**config.mk**
```make
export PLATFORM = sky130hd
export DESIGN_NAME = c6502_control
export DESIGN_NICKNAME = d
export VERILOG_FILES = /design/src/c6502_pkg.sv /design/src/c6502_control.sv
export SDC_FILE = /design/constraint.sdc
export NUM_CORES = 1
export LEC_CHECK = 0
export ABC_CLOCK_PERIOD_IN_PS = 2300
export BUFFER_PORTS_ARGS = -buffer_cell sky130_fd_sc_hd__buf_2
export CAP_MARGIN = 40
export CORE_AREA = 2 2 55 62
export CTS_CLUSTER_DIAMETER = 120
export DETAILED_ROUTE_END_ITERATION = 10
export DIE_AREA = 0 0 57 64
export HOLD_SLACK_MARGIN = 0.1
export SLEW_MARGIN = 20
export SYNTH_ARGS = -nofsm -noshare
export SYNTH_HDL_FRONTEND = slang
export SYNTH_SLANG_ARGS = --single-unit
```
**constraint.sdc**
```tcl
create_clock -name clock -period 2.3 [get_ports clock]
set_input_delay 0.115 -clock clock [delete_from_list [all_inputs] [get_ports clock]]
set_output_delay 0.115 -clock clock [all_outputs]
set_load 0.01 [all_outputs]
```
**src/c6502_pkg.sv**
```systemverilog
// Package for the 6502 subset core: opcodes, command codes, controller
// states and the controller-to-datapath command struct. No dependencies.
package c6502_pkg;

   localparam logic [1:0] CMD_WRITE = 2'd0;
   localparam logic [1:0] CMD_RESET = 2'd1;
   localparam logic [1:0] CMD_EXEC  = 2'd2;
   localparam logic [1:0] CMD_READ  = 2'd3;

   localparam logic [15:0] RESET_VECTOR = 16'hFFFC;
   localparam logic [15:0] SP_RESET     = 16'h01FF;

   localparam logic [7:0] OP_CLC = 8'h18, OP_SEC = 8'h38, OP_CLD = 8'hD8, OP_SED = 8'hF8;
   localparam logic [7:0] OP_ADC = 8'h65, OP_LDAZ = 8'hA5, OP_LDXZ = 8'hA6, OP_LDYZ = 8'hA4;
   localparam logic [7:0] OP_LDXI = 8'hA2, OP_LDYI = 8'hA0, OP_STAZ = 8'h85, OP_STXZ = 8'h86;
   localparam logic [7:0] OP_STXA = 8'h8E, OP_STYA = 8'h8C, OP_INX = 8'hE8, OP_INY = 8'hC8;
   localparam logic [7:0] OP_INC = 8'hEE, OP_DEX = 8'hCA, OP_DEY = 8'h88, OP_BNE = 8'hD0;
   localparam logic [7:0] OP_BEQ = 8'hF0, OP_JSR = 8'h20, OP_RTS = 8'h60, OP_JMP = 8'h4C;
   localparam logic [7:0] OP_AND = 8'h29, OP_NOP = 8'hEA;

   // Address source for the single memory port.
   typedef enum logic [2:0] {
      AS_REQ  = 3'd0,  // request address
      AS_PC   = 3'd1,  // PC + offset
      AS_ZP   = 3'd2,  // zero page operand byte
      AS_ABS  = 3'd3,  // absolute operand word
      AS_SP   = 3'd4,  // stack word base + offset
      AS_VEC  = 3'd5,  // reset vector + offset
      AS_PC2  = 3'd6   // PC + 2
   } addr_sel_type;

   typedef enum logic [9:0] {
      ST_IDLE  = 10'b0000000001,
      ST_VEC0  = 10'b0000000010,
      ST_VEC1  = 10'b0000000100,
      ST_OP    = 10'b0000001000,
      ST_B1    = 10'b0000010000,
      ST_B2    = 10'b0000100000,
      ST_DATA  = 10'b0001000000,
      ST_WR0   = 10'b0010000000,
      ST_WR1   = 10'b0100000000,
      ST_DONE  = 10'b1000000000
   } state_type;

   // Command from controller to datapath.
   typedef struct packed {
      addr_sel_type sel;
      logic         off;       // add one to the base address
      logic         mem_rd;    // issue a read; data is valid next cycle
      logic         mem_wr;
      logic         load_cmd;  // latch the request beat
      logic         cap_vec0;
      logic         cap_vec1;
      logic         cap_op;
      logic         cap_b1;
      logic         cap_b2;
      logic         cap_data;
      logic         cap_read;  // capture the read-command byte
      logic         wr_hi;     // JSR high byte
      logic         exec;      // commit the instruction
      logic         do_reset;  // commit the core reset
      logic         clear_rb;
   } ctl_type;

   typedef struct packed {
      logic [7:0] opcode;
   } stat_type;

endpackage

```
**src/c6502_control.sv**
```systemverilog
// Controller state machine of the 6502 subset core: sequences the memory
// accesses of each command. Depends on c6502_pkg.
module c6502_control (
   input  logic                 clock,
   input  logic                 reset,
   input  logic                 start,
   input  logic [1:0]           req_command,
   input  c6502_pkg::stat_type  stat,
   output c6502_pkg::ctl_type   ctl,
   output logic                 busy,
   output logic                 done
);

   c6502_pkg::state_type state_ff, state_in;
   logic [1:0] cmd_ff;
   logic [7:0] op;
   logic three_byte, zp_read, abs_read, is_store_zp, is_store_abs;
   logic is_jsr, is_rts;

   assign op = stat.opcode;

   always_comb begin
      three_byte = 1'b0; zp_read = 1'b0; abs_read = 1'b0;
      is_store_zp = 1'b0; is_store_abs = 1'b0;
      is_jsr = (op == c6502_pkg::OP_JSR);
      is_rts = (op == c6502_pkg::OP_RTS);
      case (op)
         c6502_pkg::OP_ADC, c6502_pkg::OP_LDAZ, c6502_pkg::OP_LDXZ,
         c6502_pkg::OP_LDYZ: zp_read = 1'b1;
         c6502_pkg::OP_STAZ, c6502_pkg::OP_STXZ: is_store_zp = 1'b1;
         c6502_pkg::OP_STXA, c6502_pkg::OP_STYA: begin
            three_byte = 1'b1; is_store_abs = 1'b1; end
         c6502_pkg::OP_INC: begin three_byte = 1'b1; abs_read = 1'b1; end
         c6502_pkg::OP_JSR, c6502_pkg::OP_JMP: three_byte = 1'b1;
         default: ;
      endcase
   end

   always_comb begin
      ctl = '0;
      ctl.sel = c6502_pkg::AS_REQ;
      state_in = state_ff;
      done = 1'b0;
      case (state_ff)
         c6502_pkg::ST_IDLE: begin
            if (start) begin
               ctl.load_cmd = 1'b1;
               ctl.clear_rb = 1'b1;
               case (req_command)
                  c6502_pkg::CMD_WRITE: state_in = c6502_pkg::ST_WR0;
                  c6502_pkg::CMD_READ:  state_in = c6502_pkg::ST_B1;
                  c6502_pkg::CMD_RESET: begin
                     ctl.sel = c6502_pkg::AS_VEC; ctl.mem_rd = 1'b1;
                     state_in = c6502_pkg::ST_VEC0;
                  end
                  default: begin
                     ctl.sel = c6502_pkg::AS_PC; ctl.mem_rd = 1'b1;
                     state_in = c6502_pkg::ST_OP;
                  end
               endcase
            end
         end
         c6502_pkg::ST_VEC0: begin
            ctl.cap_vec0 = 1'b1;
            ctl.sel = c6502_pkg::AS_VEC; ctl.off = 1'b1; ctl.mem_rd = 1'b1;
            state_in = c6502_pkg::ST_VEC1;
         end
         c6502_pkg::ST_VEC1: begin
            ctl.do_reset = 1'b1;
            state_in = c6502_pkg::ST_DONE;
         end
         c6502_pkg::ST_OP: begin
            // Opcode arrives; fetch the first operand byte.
            ctl.cap_op = 1'b1;
            ctl.sel = c6502_pkg::AS_PC; ctl.off = 1'b1; ctl.mem_rd = 1'b1;
            state_in = c6502_pkg::ST_B1;
         end
         c6502_pkg::ST_B1: begin
            if (cmd_ff == c6502_pkg::CMD_READ) begin
               // Read command: issue the read here, data captured in ST_WR1.
               ctl.sel = c6502_pkg::AS_REQ; ctl.mem_rd = 1'b1;
               state_in = c6502_pkg::ST_WR1;
            end else begin
               ctl.cap_b1 = 1'b1;
               if (is_rts) begin
                  ctl.sel = c6502_pkg::AS_SP; ctl.mem_rd = 1'b1;
                  state_in = c6502_pkg::ST_DATA;
               end else if (three_byte) begin
                  ctl.sel = c6502_pkg::AS_PC2; ctl.mem_rd = 1'b1;
                  state_in = c6502_pkg::ST_B2;
               end else if (zp_read) begin
                  // b1 not yet in its register: state B2 reissues via zp.
                  state_in = c6502_pkg::ST_B2;
               end else if (is_store_zp) begin
                  state_in = c6502_pkg::ST_WR0;
               end else begin
                  state_in = c6502_pkg::ST_WR1;
               end
            end
         end
         c6502_pkg::ST_B2: begin
            if (zp_read) begin
               ctl.sel = c6502_pkg::AS_ZP; ctl.mem_rd = 1'b1;
               state_in = c6502_pkg::ST_DATA;
            end else begin
               ctl.cap_b2 = 1'b1;
               if (abs_read) state_in = c6502_pkg::ST_DATA;
               else if (is_store_abs || is_jsr) state_in = c6502_pkg::ST_WR0;
               else state_in = c6502_pkg::ST_WR1;
            end
         end
         c6502_pkg::ST_DATA: begin
            if (abs_read) begin
               // The absolute read is issued here and captured in ST_WR0.
               ctl.sel = c6502_pkg::AS_ABS; ctl.mem_rd = 1'b1;
               state_in = c6502_pkg::ST_WR0;
            end else if (is_rts) begin
               ctl.cap_data = 1'b1;
               ctl.sel = c6502_pkg::AS_SP; ctl.off = 1'b1; ctl.mem_rd = 1'b1;
               state_in = c6502_pkg::ST_WR1;
            end else begin
               ctl.cap_data = 1'b1;
               state_in = c6502_pkg::ST_WR1;
            end
         end
         c6502_pkg::ST_WR0: begin
            if (cmd_ff == c6502_pkg::CMD_WRITE) begin
               ctl.mem_wr = 1'b1;
               state_in = c6502_pkg::ST_DONE;
            end else if (abs_read) begin
               ctl.cap_data = 1'b1;
               state_in = c6502_pkg::ST_WR1;
            end else if (is_jsr) begin
               ctl.sel = c6502_pkg::AS_SP; ctl.mem_wr = 1'b1;
               state_in = c6502_pkg::ST_WR1;
            end else begin
               ctl.sel = is_store_zp ? c6502_pkg::AS_ZP : c6502_pkg::AS_ABS;
               ctl.mem_wr = 1'b1;
               ctl.exec = 1'b1;
               state_in = c6502_pkg::ST_DONE;
            end
         end
         c6502_pkg::ST_WR1: begin
            if (cmd_ff == c6502_pkg::CMD_READ) begin
               ctl.cap_read = 1'b1;
            end else if (abs_read) begin
               ctl.sel = c6502_pkg::AS_ABS; ctl.mem_wr = 1'b1;
               ctl.exec = 1'b1;
            end else if (is_jsr) begin
               ctl.sel = c6502_pkg::AS_SP; ctl.off = 1'b1; ctl.wr_hi = 1'b1;
               ctl.mem_wr = 1'b1;
               ctl.exec = 1'b1;
            end else begin
               ctl.exec = 1'b1;
            end
            state_in = c6502_pkg::ST_DONE;
         end
         c6502_pkg::ST_DONE: begin
            done = 1'b1;
            state_in = c6502_pkg::ST_IDLE;
         end
         default: state_in = c6502_pkg::ST_IDLE;
      endcase
   end

   always_ff @(posedge clock) begin
      if (reset) begin
         state_ff <= c6502_pkg::ST_IDLE;
         cmd_ff <= c6502_pkg::CMD_WRITE;
      end else begin
         state_ff <= state_in;
         if (ctl.load_cmd) cmd_ff <= req_command;
      end
   end

   assign busy = (state_ff != c6502_pkg::ST_IDLE);

endmodule

```
Yosys cells after proc, flatten, opt, wreduce, memory -nomap -nowiden
Index checks and enable logic that the tools add are counted.
Word-level totals
  register bits after elaboration: 12
  logic and storage cells: 113
Operators by class
  equality and inequality tests: 27
  mux-type cells: 74
  reduce and logical (&&, ||, !) cells: 10
Operators with widths (count)
  $mux 10: 10
  $pmux 10 s8: 1
  $eq 8x8->1 const B: 8
  $mux 1: 37
  $mux 3: 9
  $mux 9: 3
  $eq 8x7->1 const B: 3
  $pmux 3 s8: 1
  $pmux 8 s3: 1
  $eq 10x1->1 const B: 1
  $eq 10x10->1 const B: 1
  $eq 10x2->1 const B: 1
  $eq 10x3->1 const B: 1
  $eq 10x4->1 const B: 1
  $eq 10x5->1 const B: 1
  $eq 10x6->1 const B: 1
  $eq 10x7->1 const B: 1
  $eq 10x8->1 const B: 1
  $eq 10x9->1 const B: 1
  $ne 10x1->1 const B: 1
  $reduce_or 2->1: 5
  $eq 8x6->1 const B: 1
  $mux 4: 2
  $mux 2: 3
  other kinds (12): 16

Depth between registers and ports, before layout
  depth after elaboration: 9
  gate-level depth with buffers: 7
  mapped depth without buffers: 6

Worst setup path after synthesis
Ideal clock, no wire load.
  path type: register to output
  start: register state_ff[8]
  end: output port ctl[16] in the netlist's numbering
  data arrival time: 1617 ps
  data required time: 2185 ps
  slack: 568 ps
  stages on the path, launching flop included: 6
  cell sequence: dfxtp_1 -> nor3_2 -> nand3_1 -> a21oi_1 -> nand2_1 -> o211ai_1
RTL lines
  from (decl): line c6502_control.sv:14  | c6502_pkg::state_type state_ff, state_in;
  from (signal assigned): line c6502_control.sv:168  | state_ff <= c6502_pkg::ST_IDLE;
  from (signal assigned): line c6502_control.sv:171  | state_ff <= state_in;
  to (decl): line c6502_control.sv:9  | output c6502_pkg::ctl_type ctl,

==> reports/qor.json <==
{
  "mappedNetlistArea_mm2": 0.001162,
  "finalNonFillerCells": 218,
  "width_of_the_die_um": 57,
  "post_synth_inst_count": 153,
  "outcome": "finished clean",
  "routed_wire_length_per_instance_um": 15.00,
  "hold_viol": 0,
  "avgSynthCellArea_um2": 7.597,
  "timing.max_slew.rel_slack_pct": 59.62,
  "critical_path_arrival_ns": 2.04,
  "final_layout_size_suffix_gt1_share_pct": 32.61,
  "rsz0062_at_grt": "no",
  "synth-edff-count": 0,
  "fin_worst_hold_slack_ns": 0.1103,
  "layout_area_growth_over_synthesis_pct": 20.24,
  "start_kind": "flip-flop",
  "io_pins": 33,
  "final-setup-viol-count": 0,
  "violation_count_after_the_first_detailed_route_iteration": 66,
  "drt_wl_total_mm": 3.271,
  "clock_skew_ns": 0.004762,
  "period_share_pct": 93.70,
  "final_antenna_net_count": 0,
  "cts_made_buffers": 3,
  "worstPathMaxFanout": 7,
  "antenna_found_initial": 0,
  "synth_async_sr_flop_share_pct": 0,
  "synth_common_cells": "nor2_1 (16), a21oi_1 (14), nand2_1 (14), dfxtp_1 (12), o21ai_0 (7)",
  "finalMaxSlewViolations": 0,
  "clk_pin_slew_ns": 0.08,
  "port_buffers": 31,
  "pwr_density_cell_mw_per_mm2": 433.7,
  "clock.fmax_ghz": 0.4640,
  "post_synth_num_cell_types": 48,
  "diodes": 0,
  "die_area_mm2": 0.003648,
  "cts.sink_count": 12,
  "synth_warnings": 0,
  "worstMarginPinSlew_ns": 0.6020,
  "synthMostInstantiatedCell": "nor2_1",
  "cellLeakagePower_nw": 0.5919,
  "dp.final_hpwl_mm": 2.655,
  "cts_tree": "done",
  "synth_sequential_area_ratio_pct": 20.67,
  "slowest_stage": "dfxtp_1",
  "finish.net_count": 202,
  "vias": 1302,
  "grt_max_degree": 12,
  "grt_usage_pct": 18.81,
  "global_route.overflow_total": 0,
  "gp_congestion": 0.8906,
  "start_util_pct": 38.81,
  "synth_seq_cells": 12,
  "totalNegativeSetupSlack_ns": 0,
  "synth_top_cell_area_share_pct": 20.67,
  "firstDrtPassIters": 4,
  "fin_crit_ns": 2.155,
  "drv.max_cap_violation_count": 0,
  "numPlacedInstances": 213,
  "cts.htree.levels": 1,
  "criticalPathCategory": "flip-flop to output port",
  "mappedNetlistNets": 170,
  "post-route-drc-count": 0,
  "clk_root_buffer_cell": "clkbuf_4",
  "rows": 21,
  "dominantRegCellSynth": "dfxtp_1",
  "worst-endpoint-required_ns": 2.18,
  "die-height_um": 64,
  "cpPeakStageDelay_ns": 0.51,
  "vias_per_cell": 5.972,
  "ys_top_cells_by_area": "dfxtp_1 (21%), a21oi_1 (6.0%), nor2_1 (5.2%), nand2_1 (4.5%), ha_1 (4.3%)",
  "synth_area_leader_cell": "dfxtp_1",
  "worst_skew_pair.late_latency_ns": 0.28,
  "cts.path.max_buffers": 2,
  "crit_path_cell_trace": "nor4_4 > and2_4 > nand3_2 > inv_2 > a21oi_2 > or4b_1 > buf_2",
  "grt_pass1_vias": 1225,
  "final_util_pct": 46.66,
  "placeableCoreArea_mm2": 0.002995,
  "end_kind": "output port",
  "grt_pass1_wl_mm": 5.485,
  "vdd_ir_drop_max_v": 0.0002340,
  "hold_class": "input port to flip-flop"
}
critical path: cells and delay by family, from the launching register on:
kind                   cells  cell delay, ns
buffers and inverters      2            0.24
flip-flops                 1            0.51
AO/OA/AOI/OAI              1            0.16
AND/OR/NAND/NOR            4            0.84
flip-flops by register name, summed over array words and instances, names as in the netlist:
signal,flops
state_ff,10
cmd_ff,2
area by class of cell:
type	count	area [um2]
Tap cell	34	42.54
Sequential cell	12	244.0
Timing Repair Buffer	34	180.2
Inverter	5	18.77
Fill cell	324	1598
Multi-Input combinational cell	129	875.8
Clock buffer	4	36.28
logic make-up after synthesis:
kind of cell	count (synthesis)	share of synthesized area [%]
buf+inv	12	6.242
xor+xnor	3	2.261
other cells	1	0.3226
fa+ha+maj	4	4.306
compound gates	36	20.88
simple gates	85	45.32
flops	12	20.67
path summary, 6_finish.rpt:
| path | slack [ns] | to | depth (start not counted) | start |
|---|---|---|---|---|
| worst max-delay path | 0.14 | ctl[13] | 7 | state_ff[5] |
| worst min-delay path | 0.11 | cmd_ff[1] | 3 | req_command[1] |
| worst max register to register | 0.50 | state_ff[5] | 5 | state_ff[7] |
| worst min register to register | 0.51 | cmd_ff[0] | 2 | cmd_ff[0] |
metal layers:
layer | vias up | GRT usage [%] | wire, um
met4 | 0 | 9.012 | 80
met5 | - | 0 | 0
met1 | 608 | 22.19 | 1327
met2 | 59 | 32.18 | 1644
li1 | 627 | - | -
met3 | 8 | 3.644 | 218
per-stage QoR:
step	area [um2]	power, mW	setup slack, ns
after CTS	1368	0.5990	0.006975
after detailed placement	1321	0.4304	0.3200
final	1398	0.6061	0.1448
after floorplan	1162	0.3686	0.5682
after global placement	1321	0.4262	0.4068
after global routing	1398	0.6479	0.009015
cell usage in the layout, fill, tap and decap left out, drive strengths merged, types with 2 or more instances in the layout:
cell	count
nand2	14
dfxtp	12
nand3b	2
nor2	16
clkbuf	4
ha	4
nor3b	6
nor2b	5
inv	5
nand2b	3
nor3	7
a31oi	3
nand3	7
a21oi	15
a21o	2
and3	6
o21ai	7
or4b	4
nand4	2
buf	33
xor2	2
o211ai	2
nor4b	4
where the power goes:
| group | total, mW | leakage [nW] | switching (mW) | internal (mW) |
|---|---|---|---|---|
| Sequential | 0.235 | 0.0989 | 0.0162 | 0.219 |
| Combinational | 0.200 | 0.472 | 0.121 | 0.0794 |
| Clock | 0.171 | 0.0210 | 0.0744 | 0.0963 |
| Total | 0.606 | 0.592 | 0.212 | 0.395 |
what timing repair did:
item	CTS	global route
hold endpoints to repair	4	0
gates resized for setup	0	9
buffers inserted	0	0
hold buffers	1	0
endpoints found under the setup margin	0	4
(Power assumes the default switching activity.)
